--- src/design/mfr_pkg.sv ---
// Shared types, codes and constants for the Manchester frame receiver.
// No dependencies; used by every module of the block.
`timescale 1ns / 1ps
`default_nettype none
package mfr_pkg;

  localparam int FRAME_BITS = 32;
  localparam int WORD_W     = 32;
  localparam int BITS_W     = $clog2(FRAME_BITS + 1);

  // opcodes carried on in_tuser
  localparam logic [1:0] OP_ARM   = 2'd0;
  localparam logic [1:0] OP_EDGE  = 2'd1;
  localparam logic [1:0] OP_ABORT = 2'd2;
  localparam logic [1:0] OP_POLL  = 2'd3;

  // receive phases
  localparam logic [2:0] PH_WAIT    = 3'd0;
  localparam logic [2:0] PH_START   = 3'd1;
  localparam logic [2:0] PH_RECV    = 3'd2;
  localparam logic [2:0] PH_READY   = 3'd3;
  localparam logic [2:0] PH_INVALID = 3'd4;

  // result status codes
  localparam logic [2:0] ST_BUSY      = 3'd0;
  localparam logic [2:0] ST_OK        = 3'd1;
  localparam logic [2:0] ST_PARITY    = 3'd2;
  localparam logic [2:0] ST_DATA_INV  = 3'd3;
  localparam logic [2:0] ST_UNK_ID    = 3'd4;
  localparam logic [2:0] ST_UNK_ERR   = 3'd5;
  localparam logic [2:0] ST_FRAMING   = 3'd6;
  localparam logic [2:0] ST_TIMEOUT   = 3'd7;

  // configuration register indexes
  localparam logic [1:0] CFG_MASTER_MODE = 2'd0;
  localparam logic [1:0] CFG_BIT_GAP     = 2'd1;
  localparam logic [1:0] CFG_TIMEOUT     = 2'd2;

  localparam logic [15:0] BIT_GAP_RST = 16'd750;
  localparam logic [31:0] TIMEOUT_RST = 32'd800000;

  typedef struct packed {
    logic        master_mode;
    logic [15:0] bit_gap_us;
    logic [31:0] response_timeout_us;
  } cfg_t;

  typedef struct packed {
    logic [2:0]        status;
    logic [WORD_W-1:0] frame_word;
    logic [2:0]        phase;
  } res_t;

endpackage
`default_nettype wire

--- src/design/manchester_frame_receiver.sv ---
// Manchester frame receiver: top level with input and result registers.
// Depends on mfr_pkg, mfr_cfg, mfr_rx_core (which holds mfr_classify).
//
// Usage:
//   Input words carry an opcode on in_tuser (arm, line edge, abort, timeout
//   poll) and a microsecond timestamp plus line level on in_tdata. Every
//   input word produces exactly one result word: status on out_tuser, and
//   the frame, its type, id and value fields and the receive phase on
//   out_tdata.
//   A word taken into the input register is processed into the result
//   register once it is free or being read, and the result is then valid.
//   Throughput: one word per cycle; the phase/bit-count state loop closes in
//   the single processing stage between the input and result registers.
//   The result register frees the input side: a new word is taken while a
//   result waits, as long as the input register can move on.
//   When out_tready is low the result holds, the input register fills and
//   in_tready drops; nothing is dropped or repeated.
//   Reset (rst_n low, synchronous) empties both registers, puts the receiver
//   in the invalid phase and loads the configuration defaults (master mode,
//   750 us bit gap, 800000 us response timeout). An arm word starts a frame.
//   Configuration writes via cfg_we/cfg_addr/cfg_wdata are registered.
`timescale 1ns / 1ps
`default_nettype none
module manchester_frame_receiver (
  input  wire logic         clk,
  input  wire logic         rst_n,
  input  wire logic         in_tvalid,
  output logic              in_tready,
  input  wire logic [39:0]  in_tdata,   // time_us[31:0], line_level[32], zero pad
  input  wire logic [1:0]   in_tuser,   // opcode[1:0]
  output logic              out_tvalid,
  input  wire logic         out_tready,
  output logic [63:0]       out_tdata,  // frame_word[31:0], message_type[34:32],
                                        // data_id[42:35], data_value[58:43],
                                        // phase[61:59], zero pad
  output logic [2:0]        out_tuser,  // status[2:0]
  input  wire logic         cfg_we,
  input  wire logic [1:0]   cfg_addr,
  input  wire logic [31:0]  cfg_wdata
);

  mfr_pkg::cfg_t cfg;
  mfr_pkg::res_t res;

  logic        in_v_r;
  logic [1:0]  op_r;
  logic [31:0] time_r;
  logic        level_r;
  logic        out_v_r;
  logic [2:0]  status_r;
  logic [31:0] word_r;
  logic [2:0]  phase_r;
  logic        advance;

  assign advance   = in_v_r && (!out_v_r || out_tready);
  assign in_tready = !in_v_r || advance;

  mfr_cfg u_cfg (
    .clk       (clk),
    .rst_n     (rst_n),
    .cfg_we    (cfg_we),
    .cfg_addr  (cfg_addr),
    .cfg_wdata (cfg_wdata),
    .cfg       (cfg)
  );

  mfr_rx_core u_core (
    .clk        (clk),
    .rst_n      (rst_n),
    .cfg        (cfg),
    .advance    (advance),
    .opcode     (op_r),
    .time_us    (time_r),
    .line_level (level_r),
    .res        (res)
  );

  always_ff @(posedge clk) begin
    if (!rst_n) begin
      in_v_r <= 1'b0;
    end else if (in_tready) begin
      in_v_r <= in_tvalid;
    end
  end

  always_ff @(posedge clk) begin
    if (in_tvalid && in_tready) begin
      op_r    <= in_tuser;
      time_r  <= in_tdata[31:0];
      level_r <= in_tdata[32];
    end
  end

  always_ff @(posedge clk) begin
    if (!rst_n) begin
      out_v_r <= 1'b0;
    end else if (advance) begin
      out_v_r <= 1'b1;
    end else if (out_tready) begin
      out_v_r <= 1'b0;
    end
  end

  always_ff @(posedge clk) begin
    if (advance) begin
      status_r <= res.status;
      word_r   <= res.frame_word;
      phase_r  <= res.phase;
    end
  end

  assign out_tvalid = out_v_r;
  assign out_tuser  = status_r;
  assign out_tdata  = {2'b00, phase_r, word_r[15:0], word_r[23:16], word_r[30:28], word_r};

  // classified status exactly when the frame is ready
  a_ready_status: assert property (@(posedge clk) disable iff (!rst_n)
    out_v_r |-> ((phase_r == mfr_pkg::PH_READY) ==
                 (status_r != mfr_pkg::ST_BUSY && status_r != mfr_pkg::ST_FRAMING &&
                  status_r != mfr_pkg::ST_TIMEOUT)))
    else $error("status does not match ready phase");

  a_fault_invalid: assert property (@(posedge clk) disable iff (!rst_n)
    (out_v_r && (status_r == mfr_pkg::ST_FRAMING || status_r == mfr_pkg::ST_TIMEOUT))
      |-> (phase_r == mfr_pkg::PH_INVALID))
    else $error("fault status without invalid phase");

  a_busy_zero: assert property (@(posedge clk) disable iff (!rst_n)
    (out_v_r && status_r == mfr_pkg::ST_BUSY) |-> (word_r == '0))
    else $error("frame fields not cleared on busy status");

  a_empty_ready: assert property (@(posedge clk) disable iff (!rst_n)
    !out_v_r |-> in_tready)
    else $error("input stalled while result register empty");

  a_result_follows: assert property (@(posedge clk) disable iff (!rst_n)
    advance |=> out_v_r)
    else $error("processed word produced no result");

endmodule
`default_nettype wire

--- src/design/mfr_cfg.sv ---
// Configuration register file for the Manchester frame receiver.
// Depends on mfr_pkg for register indexes, reset values and cfg_t.
`timescale 1ns / 1ps
`default_nettype none
module mfr_cfg (
  input  wire logic         clk,
  input  wire logic         rst_n,
  input  wire logic         cfg_we,
  input  wire logic [1:0]   cfg_addr,
  input  wire logic [31:0]  cfg_wdata,
  output mfr_pkg::cfg_t     cfg
);

  mfr_pkg::cfg_t cfg_r;

  always_ff @(posedge clk) begin
    if (!rst_n) begin
      cfg_r.master_mode         <= 1'b1;
      cfg_r.bit_gap_us          <= mfr_pkg::BIT_GAP_RST;
      cfg_r.response_timeout_us <= mfr_pkg::TIMEOUT_RST;
    end else if (cfg_we) begin
      unique case (cfg_addr)
        mfr_pkg::CFG_MASTER_MODE: cfg_r.master_mode         <= cfg_wdata[0];
        mfr_pkg::CFG_BIT_GAP:     cfg_r.bit_gap_us          <= cfg_wdata[15:0];
        mfr_pkg::CFG_TIMEOUT:     cfg_r.response_timeout_us <= cfg_wdata;
        default: ;  // unused index, write dropped
      endcase
    end
  end

  assign cfg = cfg_r;

endmodule
`default_nettype wire

--- src/design/mfr_classify.sv ---
// Frame classifier: even parity over the word plus message type check.
// Depends on mfr_pkg for status codes.
`timescale 1ns / 1ps
`default_nettype none
module mfr_classify (
  input  wire logic [mfr_pkg::WORD_W-1:0] frame_word,
  output logic [2:0]                      status
);

  logic       odd;
  logic [2:0] mtype;

  assign odd   = ^frame_word;
  assign mtype = frame_word[30:28];

  always_comb begin
    if (odd) begin
      status = mfr_pkg::ST_PARITY;
    end else begin
      case (mtype)
        3'd0, 3'd1, 3'd4, 3'd5: status = mfr_pkg::ST_OK;
        3'd2, 3'd6:             status = mfr_pkg::ST_DATA_INV;
        3'd7:                   status = mfr_pkg::ST_UNK_ID;
        default:                status = mfr_pkg::ST_UNK_ERR;
      endcase
    end
  end

endmodule
`default_nettype wire

--- src/design/mfr_rx_core.sv ---
// Receive state machine: phase, edge timing, bit shifter and send time.
// Depends on mfr_pkg and mfr_classify; updates state once per advanced word.
`timescale 1ns / 1ps
`default_nettype none
module mfr_rx_core (
  input  wire logic          clk,
  input  wire logic          rst_n,
  input  wire mfr_pkg::cfg_t cfg,
  input  wire logic          advance,
  input  wire logic [1:0]    opcode,
  input  wire logic [31:0]   time_us,
  input  wire logic          line_level,
  output mfr_pkg::res_t      res
);

  logic [2:0]                     phase_r, phase_nxt, edge_phase;
  logic [31:0]                    last_r, last_nxt;
  logic [mfr_pkg::BITS_W-1:0]     bits_r, bits_nxt;
  logic [mfr_pkg::WORD_W-1:0]     shift_r, shift_nxt;
  logic [31:0]                    send_r, send_nxt;
  logic [2:0]                     ev_status, cls_status;
  logic [31:0]                    gap, since_send;
  logic [31:0]                    bit_gap;
  logic                           edge_taken;

  assign gap        = time_us - last_r;
  assign since_send = time_us - send_r;
  assign bit_gap    = {16'd0, cfg.bit_gap_us};

  // a ready frame in slave mode restarts on a high edge
  assign edge_taken = (phase_r != mfr_pkg::PH_INVALID) &&
                      !(phase_r == mfr_pkg::PH_READY && (cfg.master_mode || !line_level));
  assign edge_phase = (phase_r == mfr_pkg::PH_READY) ? mfr_pkg::PH_WAIT : phase_r;

  always_comb begin
    phase_nxt = phase_r;
    last_nxt  = last_r;
    bits_nxt  = bits_r;
    shift_nxt = shift_r;
    send_nxt  = send_r;
    ev_status = mfr_pkg::ST_BUSY;
    unique case (opcode)
      mfr_pkg::OP_ARM: begin
        shift_nxt = '0;
        phase_nxt = mfr_pkg::PH_WAIT;
        send_nxt  = time_us;
      end
      mfr_pkg::OP_EDGE: begin
        if (edge_taken) begin
          if (phase_r == mfr_pkg::PH_READY) begin
            shift_nxt = '0;
          end
          unique case (edge_phase)
            mfr_pkg::PH_WAIT: begin
              if (line_level) begin
                last_nxt  = time_us;
                bits_nxt  = mfr_pkg::BITS_W'(mfr_pkg::FRAME_BITS);
                phase_nxt = mfr_pkg::PH_START;
              end else begin
                phase_nxt = mfr_pkg::PH_INVALID;
                ev_status = mfr_pkg::ST_FRAMING;
              end
            end
            mfr_pkg::PH_START: begin
              if (gap < bit_gap && !line_level) begin
                last_nxt  = time_us;
                phase_nxt = mfr_pkg::PH_RECV;
              end else begin
                phase_nxt = mfr_pkg::PH_INVALID;
                ev_status = mfr_pkg::ST_FRAMING;
              end
            end
            default: begin
              // receiving: closely spaced edges are mid-bit transitions
              if (gap > bit_gap) begin
                if (bits_r != '0) begin
                  shift_nxt = {shift_r[mfr_pkg::WORD_W-2:0], ~line_level};
                  last_nxt  = time_us;
                  bits_nxt  = bits_r - mfr_pkg::BITS_W'(1);
                end else begin
                  phase_nxt = mfr_pkg::PH_READY;
                end
              end
            end
          endcase
        end
      end
      mfr_pkg::OP_ABORT: begin
        phase_nxt = mfr_pkg::PH_INVALID;
      end
      default: begin
        if (phase_r != mfr_pkg::PH_INVALID && phase_r != mfr_pkg::PH_READY &&
            cfg.master_mode && since_send > cfg.response_timeout_us) begin
          phase_nxt = mfr_pkg::PH_INVALID;
          ev_status = mfr_pkg::ST_TIMEOUT;
        end
      end
    endcase
  end

  mfr_classify u_classify (
    .frame_word (shift_nxt),
    .status     (cls_status)
  );

  always_comb begin
    res.phase = phase_nxt;
    if (phase_nxt == mfr_pkg::PH_READY) begin
      res.status     = cls_status;
      res.frame_word = shift_nxt;
    end else begin
      res.status     = ev_status;
      res.frame_word = '0;
    end
  end

  always_ff @(posedge clk) begin
    if (!rst_n) begin
      phase_r <= mfr_pkg::PH_INVALID;
      last_r  <= '0;
      bits_r  <= '0;
      shift_r <= '0;
      send_r  <= '0;
    end else if (advance) begin
      phase_r <= phase_nxt;
      last_r  <= last_nxt;
      bits_r  <= bits_nxt;
      shift_r <= shift_nxt;
      send_r  <= send_nxt;
    end
  end

endmodule
`default_nettype wire
--- config.mk ---
export PLATFORM = sky130hd
export DESIGN_NAME = manchester_frame_receiver
export DESIGN_NICKNAME = d
export VERILOG_FILES = /design/src/design/mfr_pkg.sv /design/src/design/manchester_frame_receiver.sv /design/src/design/mfr_cfg.sv /design/src/design/mfr_classify.sv /design/src/design/mfr_rx_core.sv
export SDC_FILE = /design/constraint.sdc
export NUM_CORES = 1
export LEC_CHECK = 0
export BUFFER_PORTS_ARGS = -buffer_cell sky130_fd_sc_hd__buf_2
export CAP_MARGIN = 10
export CORE_MARGIN = 2
export CORE_UTILIZATION = 35
export DETAILED_ROUTE_END_ITERATION = 8
export GPL_ROUTABILITY_DRIVEN = 0
export PLACE_DENSITY = 0.52
export SYNTH_ARGS = -nofsm -noshare
export SYNTH_HDL_FRONTEND = slang
export SYNTH_SLANG_ARGS = --single-unit
--- constraint.sdc ---
create_clock -name clk -period 7.9 [get_ports clk]
set_clock_uncertainty 0.2 [all_clocks]
set_input_delay 1.185 -clock clk [delete_from_list [all_inputs] [get_ports clk]]
set_output_delay 1.185 -clock clk [all_outputs]
set_load 0.005 [all_outputs]
==> run summary, run 1 <==
- **outcome** completed
- **final wirelength** 37,500 µm
- **sum of buffers and inverters on the critical path** 1
- **Routed Antenna Nets** 0
- **detailed placement HPWL** 27,400 µm
- **final number of hold-violating endpoints** 0
- **worst min-delay path category** flip-flop to flip-flop
- **final instance area** 16,800 µm²
- **DRC violation count after routing** 0
- **timing-limited maximum frequency** 139 MHz
- **# H-tree levels** 1
- **via count of the first global-routing pass** 11.4k
- **path depth of the worst reg2reg path** 30
- **final-report max-slew violation count** 0
- **number of buffers created by CTS** 28
- **antenna diode count** 0
- **Levels on crit path** 30
- **maximum root-to-sink buffer count** 3
- **worst setup slack after placement** 271 ps
- **number of input and output port buffers inserted** 140
- **final clock period utilization by the worst path** 91.1%
- **number of distinct standard cells referenced by the synthesized netlist** 88
- **overflow left after global routing** 0
- **number of antenna violations at the first check in global routing** 0
- **horizontal extent of the die** 210 µm
- **sequential fraction of the synthesis area** 35.9%
- **DRT iter0 DRCs** 658
- **via count of the routed design** 12.4k
- **most instantiated library cell after synthesis** sky130_fd_sc_hd__nand2_1
- **area fraction of the dominant cell type after synthesis** 21.1%
- **setup TNS** 0 ps
- **Design Power** 3.08 mW
- **minimum period implied by the final worst setup slack** 7200 ps
- **number of cell rows** 75
- **Post-synth top cells** 238 x sky130_fd_sc_hd__nand2_1, 156 x sky130_fd_sc_hd__dfxtp_1, 140 x sky130_fd_sc_hd__a21oi_1, 140 x sky130_fd_sc_hd__inv_1, 120 x sky130_fd_sc_hd__nor2_1
- **crit path kind** flip-flop to flip-flop
- **tightest slew margin relative to the limit** 27.2%
- **TritonCTS Sinks** 229
- **number of nets in the finished design** 2,052
- **worst vdd ir** 0.154 mV
- **die area** 44,000 µm²
- **Slowest Stage Delay on Critical Path** 510 ps
- **flip-flop and latch count after synthesis** 229
- **first drt pass iteration count** 5
- **switching share of total power** 26.0%
- **clk_lat worst skew** 550 ps
- **critical path peak fanout** 35
- **TritonCTS clock tree** done
- **pin count of the biggest net entering global routing** 95
- **Yosys warnings** 0
- **cell area after technology mapping** 14,800 µm²
- **count of filler cells inserted in the layout** 4,315
- **proportion of register bits with asynchronous set or reset after synthesis** 0%
- **post-synthesis cell count** 1,787
- **total net switching power** 802 µW
- **starting density of the core** 35.4%
- **vertical die dimension** 210 µm
- **Hold Path Depth** 2
- **unrepaired setup endpoints after global routing** false
- **area overhead of the layout relative to synthesis** 13.3%
- **global-route wire length before repair** 60,400 µm
- **setup slack of the critical path after layout** 700 ps
- **part of the total power dissipated in sequential elements** 41.5%
- **Core Box Area** 41,900 µm²
- **number of violations of the max-capacitance limit** 0
- **CP max stage cell** sky130_fd_sc_hd__edfxtp_1
- **clock power share** 43.7%
- **Routed WL per cell** 15.5 µm
- **launching element type of the critical path** flip-flop
- **internal power consumption** 2.28 mW
- **placed standard-cell area** 15,700 µm²
- **library cell appearing most often on the critical path** sky130_fd_sc_hd__o21ai_0
- **power per standard cell area** 184 nW/µm²
- **Tightest Pin Transition** 1080 ps
- **arrival time of data at the critical path endpoint** 7360 ps
- **root cell of the clock tree** sky130_fd_sc_hd__clkbuf_16
- **Setup violations, final** 0
- **proportion of layout cells with a drive suffix above 1** 12.6%
- **count of flip-flops with a built-in enable after synthesis** 73
- **number of vias per cell after detailed routing** 5.13
- **top post-synthesis cells by area** sky130_fd_sc_hd__dfxtp_1 21%, sky130_fd_sc_hd__edfxtp_1 15%, sky130_fd_sc_hd__ha_1 9.6%
- **average size of a mapped cell** 8.28 µm²
- **count of boundary I/O pins** 150
- **LEAKAGE** 6.28 nW
- **data required time at the worst endpoint** 8060 ps
- **CTS clock-pin slew for the worst setup and hold paths** 60 ps
- **kind of capture point of the worst setup path** flip-flop
- **cell type contributing the most total cell area after synthesis** sky130_fd_sc_hd__dfxtp_1
- **GRT Total Usage** 16.9%
- **critical path's top delay family** compound AO/OA/AOI/OAI gates
- **Post-synth top flop** sky130_fd_sc_hd__dfxtp_1
- **share of power burned in combinational logic** 14.8%
final timing paths:
kind                                  startpoint                        endpoint  slack (ps)
setup / recovery             time_r[1]$_DFFE_PP_          out_tuser[2]$_DFFE_PP_         700
hold reg to reg   u_core.send_r[21]$_SDFFE_PN0P_  u_core.send_r[21]$_SDFFE_PN0P_         260
hold / removal    u_core.send_r[21]$_SDFFE_PN0P_  u_core.send_r[21]$_SDFFE_PN0P_         260
setup reg to reg             time_r[1]$_DFFE_PP_          out_tuser[2]$_DFFE_PP_         700
cell families (layout without fill, tap and decap cells):
family	Yosys count	in the layout	share of synthesized area (%)
AO/OA/AOI/OAI	509	509	23.3
XOR/XNOR	50	50	3.05
adder cells (fa/ha/maj)	115	115	9.82
buffers and inverters	256	346	7.51
flip-flops	229	229	35.9
multiplexers	6	6	0.406
other	1	2	0.0253
AND/OR/NAND/NOR	621	621	19.9
cells in the final DEF, fill, tap and decap left out, types with 49 or more instances in the layout:
cell                         n
sky130_fd_sc_hd__a21boi_0   75
sky130_fd_sc_hd__a22oi_1    49
sky130_fd_sc_hd__dfxtp_1   156
sky130_fd_sc_hd__edfxtp_1   73
sky130_fd_sc_hd__nor2_1    118
sky130_fd_sc_hd__inv_1     140
sky130_fd_sc_hd__nand2_1   238
sky130_fd_sc_hd__buf_2     139
sky130_fd_sc_hd__ha_1      113
sky130_fd_sc_hd__nor2b_1    95
sky130_fd_sc_hd__a21oi_1   137
sky130_fd_sc_hd__o21ai_0    58
cell type report:
class | count | area (µm²) | area share [%]
Sequential cell | 229 | 5320 | 31.7
Clock buffer | 41 | 851 | 5.08
Inverter | 140 | 526 | 3.13
Clock inverter | 11 | 133 | 0.791
Tap cell | 539 | 674 | 4.02
Timing Repair Buffer | 154 | 821 | 4.90
Multi-Input combinational cell | 1303 | 8450 | 50.4
state kept, by name, indices dropped and copies added (netlist names), 3 cells and up:
| name | flops |
|---|---|
| u_core.phase_r | 3 |
| u_core.send_r | 32 |
| time_r | 32 |
| phase_r | 3 |
| out_tuser | 3 |
| u_cfg.cfg | 49 |
| word_r | 32 |
| u_core.shift_r | 32 |
| u_core.bits_r | 6 |
| u_core.last_r | 32 |
power by group through the flow:
stage | combinational [mW] | sequential [mW] | clock (mW)
6_report | 0.457 | 1.28 | 1.35
2_1_floorplan | 0.331 | 1.30 | 0
4_1_cts | 0.456 | 1.28 | 1.39
3_3_place_gp | 0.446 | 1.31 | 0
3_5_place_dp | 0.453 | 1.31 | 0
5_1_grt | 0.517 | 1.28 | 1.44
per-layer routing:
metal  up-vias  share of wire [%]  track usage [%]
met4         0                1.7             3.79
li1       6344                  -                -
met3        34                4.5             2.27
met1      5754                 49             23.6
met2       265                 45             27.7
met5         -                  0                0
through the flow:
stage	utilization [%]	hold slack, ps	cells
2_1_floorplan	-	235	1788
3_3_place_gp	37.6	244	2363
6_report	40.1	262	2417
5_1_grt	40.1	284	2417
3_5_place_dp	37.6	257	2363
4_1_cts	39.9	265	2415
tightest hold or removal path, stage by stage, from the launching register on:
cell and delay, ps:
sky130_fd_sc_hd__dfxtp_1 300, sky130_fd_sc_hd__nand2_1 40, sky130_fd_sc_hd__a21boi_0 60
repair_timing:
action                                  CTS  global route
buffers inserted                          0             2
endpoints found under the setup margin    0            35
resized for setup                         0            11
hold buffers                              0             0
Power figures use the tool's default switching activity.
==> run 2, diff against run 1 <==
PLACE_DENSITY = 0.62   (was 0.52)
==> run 2 against run 1 <==
Effect of this change:
- non-clock buffer count rose by 5
- sequential power barely moved
- cell area rose by 0.19%
- via count rose by 1.4%
- first-iteration DRC count rose by 11%
- final cell count rose by 0.29%
- global-route usage fell by 0.069 points
- critical path depth rose by 4
- routed wire length fell by 1.0%
==> run summary, run 2 (same netlist as run 1, synthesis figures left out) <==
- **via count of the routed design** 12.6k, was 12.4k
- **number of cell rows** 75, unchanged
- **final number of hold-violating endpoints** 0, unchanged
- **worst vdd ir** 0.164 mV, was 0.154 mV
- **Endpoint, Worst Hold** u_cfg.cfg[23]$_SDFFE_PN0P_, was u_core.send_r[21]$_SDFFE_PN0P_
- **number of violations of the max-capacitance limit** 0, unchanged
- **first drt pass iteration count** 5, unchanged
- **Design Power** 3.10 mW, was 3.08 mW
- **overflow left after global routing** 0, unchanged
- **global-route wire length before repair** 61,000 µm, was 60,400 µm
- **antenna diode count** 0, unchanged
- **TritonCTS Sinks** 229, unchanged
- **number of antenna violations at the first check in global routing** 0, unchanged
- **root cell of the clock tree** sky130_fd_sc_hd__clkbuf_16, unchanged
- **pin count of the biggest net entering global routing** 96, was 95
- **timing-limited maximum frequency** 137 MHz, was 139 MHz
- **number of vias per cell after detailed routing** 5.19, was 5.13
- **starting density of the core** 35.4%, unchanged
- **count of filler cells inserted in the layout** 4,205, was 4,315
- **Tightest Pin Transition** 1110 ps, was 1080 ps
- **max FFs per register** 49, unchanged
- **TritonCTS clock tree** done, unchanged
- **number of cells in the design after placement** 2,367, was 2,363
- **DRC violation count after routing** 0, unchanged
- **Worst Min Path Start** u_cfg.cfg[23]$_SDFFE_PN0P_, was u_core.send_r[21]$_SDFFE_PN0P_
- **worst min-delay path category** flip-flop to flip-flop, unchanged
- **CP max stage cell** sky130_fd_sc_hd__edfxtp_1, unchanged
- **final clock period utilization by the worst path** 92.6%, was 91.1%
- **crit path kind** flip-flop to flip-flop, unchanged
- **vertical die dimension** 210 µm, unchanged
- **die area** 44,000 µm², unchanged
- **register cell area after layout** 5320 µm², unchanged
- **GRT Total Usage** 16.8%, was 16.9%
- **area taken by multi-input logic gates** 8430 µm², was 8450 µm²
- **Hold-fix buffers, CTS** 0, unchanged
- **number of input and output port buffers inserted** 140, unchanged
- **Routed Antenna Nets** 0, unchanged
- **r2r setup slk** 580 ps, was 700 ps
- **CTS clock-pin slew for the worst setup and hold paths** 60 ps, about the same
- **area overhead of the layout relative to synthesis** 13.5%, was 13.3%
- **Min Hold Slack** 262 ps, about the same
- **worst setup slack after placement** 353 ps, was 271 ps
- **# H-tree levels** 1, unchanged
- **Setup violations, final** 0, unchanged
- **via count of the first global-routing pass** 12.0k, was 11.4k
- **count of boundary I/O pins** 150, unchanged
- **detailed placement HPWL** 27,000 µm, was 27,400 µm
- **data required time at the worst endpoint** 8000 ps, was 8060 ps
- **DRT iter0 DRCs** 732, was 658
- **clk_lat worst skew** 570 ps, was 550 ps
- **number of buffers created by CTS** 29, was 28
- **LEAKAGE** 6.29 nW, was 6.28 nW
- **Slowest Stage Delay on Critical Path** 410 ps, was 510 ps
- **Hold Path Depth** 2, unchanged
- **endpoint of the lowest-slack register-to-register path** word_r[10]$_SDFFCE_PP0P_, was out_tuser[2]$_DFFE_PP_
- **arrival time of data at the critical path endpoint** 7420 ps, was 7360 ps
- **setup slack of the critical path after layout** 581 ps, was 700 ps
- **library cell appearing most often on the critical path** sky130_fd_sc_hd__a21oi_1, was sky130_fd_sc_hd__o21ai_0
- **number of nets in the finished design** 2,058, was 2,052
- **Routed WL per cell** 15.3 µm, was 15.5 µm
- **launching element type of the critical path** flip-flop, unchanged
- **maximum root-to-sink buffer count** 3, unchanged
- **horizontal extent of the die** 210 µm, unchanged
- **kind of capture point of the worst setup path** flip-flop, unchanged
- **tightest slew margin relative to the limit** 26.1%, was 27.2%
- **critical path peak fanout** 24, was 35
- **outcome** completed, unchanged
- **path depth of the worst reg2reg path** 34, was 30
- **proportion of layout cells with a drive suffix above 1** 12.9%, was 12.6%
- **final wirelength** 37,200 µm, was 37,500 µm
- **minimum period implied by the final worst setup slack** 7320 ps, was 7200 ps
- **top library cells by usage in the layout, fill and taps aside** 238 x sky130_fd_sc_hd__nand2_1, 156 x sky130_fd_sc_hd__dfxtp_1, 140 x sky130_fd_sc_hd__inv_1, 139 x sky130_fd_sc_hd__buf_2, 137 x sky130_fd_sc_hd__a21oi_1, unchanged
- **post-route insts no fill** 2,424, was 2,417
- **final-report max-slew violation count** 0, unchanged
- **startpoint of the lowest-slack register-to-register path** time_r[0]$_DFFE_PP_, was time_r[1]$_DFFE_PP_
- **Core Box Area** 41,900 µm², unchanged
- **most common library cell in the layout ignoring fill and taps** sky130_fd_sc_hd__nand2_1, unchanged
- **power per standard cell area** 185 nW/µm², was 184 nW/µm²
run 2: through the flow:
stage / util (%) / setup TNS (ps) / area (µm²)
floorplan: - / 0 / 14800
global placement: 37.6 / 0 / 15700
detailed placement: 37.6 / 0 / 15700
CTS: 40.0 / 0 / 16700
global route: 40.1 / -5.91 / 16800
finish: 40.1 / 0 / 16800
run 2: report_power, final:
| part | switching [mW] | internal (mW) | leakage (nW) | total (mW) |
|---|---|---|---|---|
| clock | 0.545 | 0.820 | 0.479 | 1.36 |
| sequential | 0.0297 | 1.25 | 1.95 | 1.28 |
| combinational | 0.264 | 0.193 | 3.86 | 0.457 |
run 2: how the worst max path moves through the flow:
stage / from / endpoint / slack (ps)
after CTS: time_r[2]$_DFFE_PP_ / out_tuser[1]$_DFFE_PP_ / 300
after detailed placement: time_r[2]$_DFFE_PP_ / out_tuser[1]$_DFFE_PP_ / 350
after global placement: time_r[2]$_DFFE_PP_ / out_tuser[1]$_DFFE_PP_ / 480
after global routing: time_r[4]$_DFFE_PP_ / out_tuser[1]$_DFFE_PP_ / -6
after floorplan: time_r[2]$_DFFE_PP_ / out_tuser[1]$_DFFE_PP_ / 1200
final: time_r[0]$_DFFE_PP_ / word_r[10]$_SDFFCE_PP0P_ / 580
run 2: critical path: cells and delay by family (launching register included):
family,cells,cell delay [ps]
XOR/XNOR,1,60
adder cells (fa/ha/maj),3,860
buffers and inverters,4,650
flip-flops,1,410
AO/OA/AOI/OAI,19,3780
AND/OR/NAND/NOR,7,1050
run 2: area by class of cell:
class	instances	share of cell area, %
tap	539	4.01
clock inverter	18	1.04
multi-input combinational	1303	50.2
clock buffer	36	4.97
inverter	140	3.13
timing repair buffer	159	5.04
sequential	229	31.6
run 2: per-layer routing:
metal  wire length [µm]  track usage [%]  vias up
met5                  0                0        -
met4                879             4.70        0
met3               1690             2.20       56
met2              17000             28.1      308
met1              17600             22.7     5833
li1                   -                -     6373
run 2: repair_timing:
item / CTS / global route
endpoints found under the setup margin: 0 / 29
buffers inserted: 0 / 3
resized for setup: 0 / 8
==> run 3, diff against run 2 <==
CORE_MARGIN = 5   (was 2)
==> run 3 against run 2 <==
Effect of this change:
- maximum frequency shrank 0.80%
- utilization shrank 0.39 points
- sequential power is essentially flat
- flip-flop and latch count is the same
- count of clock-buffer cells in the layout shrank 1
- cell area shrank 0.98%
- final cell count shrank 0.50%
- worst hold slack gained 0.55 ps
==> run summary, run 3 (same netlist as run 1, synthesis figures left out) <==
- **outcome** completed, unchanged
- **worst min-delay path category** flip-flop to flip-flop, unchanged
- **vertical die dimension** 216 µm, was 210 µm
- **LEAKAGE** 6.22 nW, was 6.29 nW
- **clk_lat worst skew** 550 ps, was 570 ps
- **path depth of the worst reg2reg path** 35, was 34
- **unrepaired setup endpoints after global routing** false
- **CTS clock-pin slew for the worst setup and hold paths** 60 ps, about the same
- **kind of capture point of the worst setup path** flip-flop, unchanged
- **crit path kind** flip-flop to flip-flop, unchanged
- **proportion of layout cells with a drive suffix above 1** 12.3%, was 12.9%
- **CP max stage cell** sky130_fd_sc_hd__edfxtp_1, unchanged
- **Endpoint, Worst Hold** u_core.send_r[15]$_SDFFE_PN0P_, was u_cfg.cfg[23]$_SDFFE_PN0P_
- **number of input and output port buffers inserted** 140, unchanged
- **minimum period implied by the final worst setup slack** 7380 ps, was 7320 ps
- **most common library cell in the layout ignoring fill and taps** sky130_fd_sc_hd__nand2_1, unchanged
- **Levels on crit path** 35, was 34
- **endpoint of the lowest-slack register-to-register path** out_tuser[1]$_DFFE_PP_, was word_r[10]$_SDFFCE_PP0P_
- **Setup violations, final** 0, unchanged
- **number of buffers created by CTS** 27, was 29
- **arrival time of data at the critical path endpoint** 7480 ps, was 7420 ps
- **via count of the first global-routing pass** 11.6k, was 12.0k
- **TritonCTS Sinks** 229, unchanged
- **antenna diode count** 0, unchanged
- **setup TNS** 0 ps, unchanged
- **Hold-fix buffers, CTS** 0, unchanged
- **Core Box Area** 41,900 µm², unchanged
- **tightest slew margin relative to the limit** 20.1%, was 26.1%
- **DRC violation count after routing** 0, unchanged
- **r2r setup slk** 520 ps, was 580 ps
- **detailed placement HPWL** 27,100 µm, was 27,000 µm
- **horizontal extent of the die** 216 µm, was 210 µm
- **Hold Path Depth** 2, unchanged
- **die area** 46,500 µm², was 44,000 µm²
- **final number of hold-violating endpoints** 0, unchanged
- **number of violations of the max-capacitance limit** 0, unchanged
- **maximum root-to-sink buffer count** 3, unchanged
- **global-route wire length before repair** 60,300 µm, was 61,000 µm
- **critical path's top delay family** compound AO/OA/AOI/OAI gates, unchanged
- **count of boundary I/O pins** 150, unchanged
- **number of nets in the finished design** 2,050, was 2,058
- **critical path peak fanout** 35, was 24
- **GRT Total Usage** 15.4%, was 16.8%
- **Tightest Pin Transition** 1200 ps, was 1110 ps
- **first drt pass iteration count** 7, was 5
- **Routed Antenna Nets** 0, unchanged
- **sum of buffers and inverters on the critical path** 4, unchanged
- **via count of the routed design** 12.5k, was 12.6k
- **pin count of the biggest net entering global routing** 93, was 96
- **launching element type of the critical path** flip-flop, unchanged
- **area overhead of the layout relative to synthesis** 12.4%, was 13.5%
- **timing-limited maximum frequency** 136 MHz, was 137 MHz
- **worst vdd ir** 0.143 mV, was 0.164 mV
- **overflow left after global routing** 0, unchanged
- **# H-tree levels** 1, unchanged
- **number of cell rows** 75, unchanged
- **top library cells by usage in the layout, fill and taps aside** 238 x sky130_fd_sc_hd__nand2_1, 156 x sky130_fd_sc_hd__dfxtp_1, 140 x sky130_fd_sc_hd__inv_1, 139 x sky130_fd_sc_hd__buf_2, 137 x sky130_fd_sc_hd__a21oi_1, unchanged
- **count of filler cells inserted in the layout** 4,268, was 4,205
- **data required time at the worst endpoint** 8000 ps, about the same
- **power per standard cell area** 179 nW/µm², was 185 nW/µm²
- **Worst Min Path Start** u_core.send_r[15]$_SDFFE_PN0P_, was u_cfg.cfg[23]$_SDFFE_PN0P_
- **max FFs per register** 49, unchanged
- **TritonCTS clock tree** done, unchanged
- **number of vias per cell after detailed routing** 5.20, was 5.19
- **starting density of the core** 35.4%, unchanged
- **final wirelength** 37,600 µm, was 37,200 µm
- **Slowest Stage Delay on Critical Path** 430 ps, was 410 ps
- **Routed WL per cell** 15.6 µm, was 15.3 µm
- **final-report max-slew violation count** 0, unchanged
- **number of antenna violations at the first check in global routing** 1, was 0
- **final clock period utilization by the worst path** 93.4%, was 92.6%
- **DRT iter0 DRCs** 724, was 732
- **root cell of the clock tree** sky130_fd_sc_hd__clkbuf_16, unchanged
- **Min Hold Slack** 263 ps, was 262 ps
- **startpoint of the lowest-slack register-to-register path** time_r[0]$_DFFE_PP_, unchanged
==> run 3: cell count changes in the layout (fill, tap and decap cells not counted), moves of 2 or more <==
cell,before,now
sky130_fd_sc_hd__buf_4,20,13
sky130_fd_sc_hd__clkbuf_16,31,28
sky130_fd_sc_hd__clkinv_2,3,7
sky130_fd_sc_hd__clkbuf_1,1,4
sky130_fd_sc_hd__clkinvlp_4,6,2
sky130_fd_sc_hd__inv_6,2,0
==> run 3: power by group <==
group          internal [mW]  switching, mW  total (mW)  leakage (nW)
clock network          0.737          0.511        1.25         0.433
logic                  0.192          0.264       0.456          3.84
registers               1.25         0.0297        1.28          1.95
total                   2.18          0.805        2.99          6.22
==> run 3: metal layers <==
metal	part of all wire (%)	vias up	track usage (%)
met3	5.6	58	2.56
met5	0.035	-	0
met1	47	5794	21.2
li1	-	6356	-
met4	2.4	2	3.93
met2	45	324	25.2
==> run 3: how the worst max path moves through the flow <==
stage | from | endpoint | slack [ps]
global route | time_r[0]$_DFFE_PP_ | out_tuser[1]$_DFFE_PP_ | 7
detailed placement | time_r[2]$_DFFE_PP_ | out_tuser[1]$_DFFE_PP_ | 340
finish | time_r[0]$_DFFE_PP_ | out_tuser[1]$_DFFE_PP_ | 520
floorplan | time_r[2]$_DFFE_PP_ | out_tuser[1]$_DFFE_PP_ | 1200
CTS | time_r[2]$_DFFE_PP_ | out_tuser[1]$_DFFE_PP_ | 300
global placement | time_r[2]$_DFFE_PP_ | out_tuser[1]$_DFFE_PP_ | 450
==> run 3: worst min-delay path: cells and delay by family, from the launching register on <==
kind / cells / cell delay [ps]
DFF: 1 / 300
AOI/OAI and AO/OA: 1 / 60
and+or+nand+nor: 1 / 50
==> run 3: cell type report <==
cell class | count | area [µm²] | area share [%]
inverters | 140 | 526 | 3.16
well taps | 539 | 674 | 4.05
multi-input cells | 1303 | 8420 | 50.7
clock inverters | 13 | 123 | 0.737
flip-flops and latches | 229 | 5320 | 32.0
repair buffers | 153 | 813 | 4.89
clock buffers | 35 | 757 | 4.55
==> run 3: repair_timing <==
item	CTS	global route
endpoints found under the setup margin	0	35
buffers inserted	0	2
hold endpoints to repair	0	0
resized for setup	0	7
==> run 3: metrics by stage <==
stage	setup slack (ps)	area, µm²	std cells	power (mW)	utilization [%]
final	522	16600	2412	2.99	39.7
after floorplan	1200	14800	1788	1.63	-
after global routing	6.53	16600	2412	3.14	39.7
after detailed placement	336	15700	2362	1.76	37.5
after global placement	448	15700	2362	1.74	37.5
after CTS	304	16600	2410	3.02	39.6
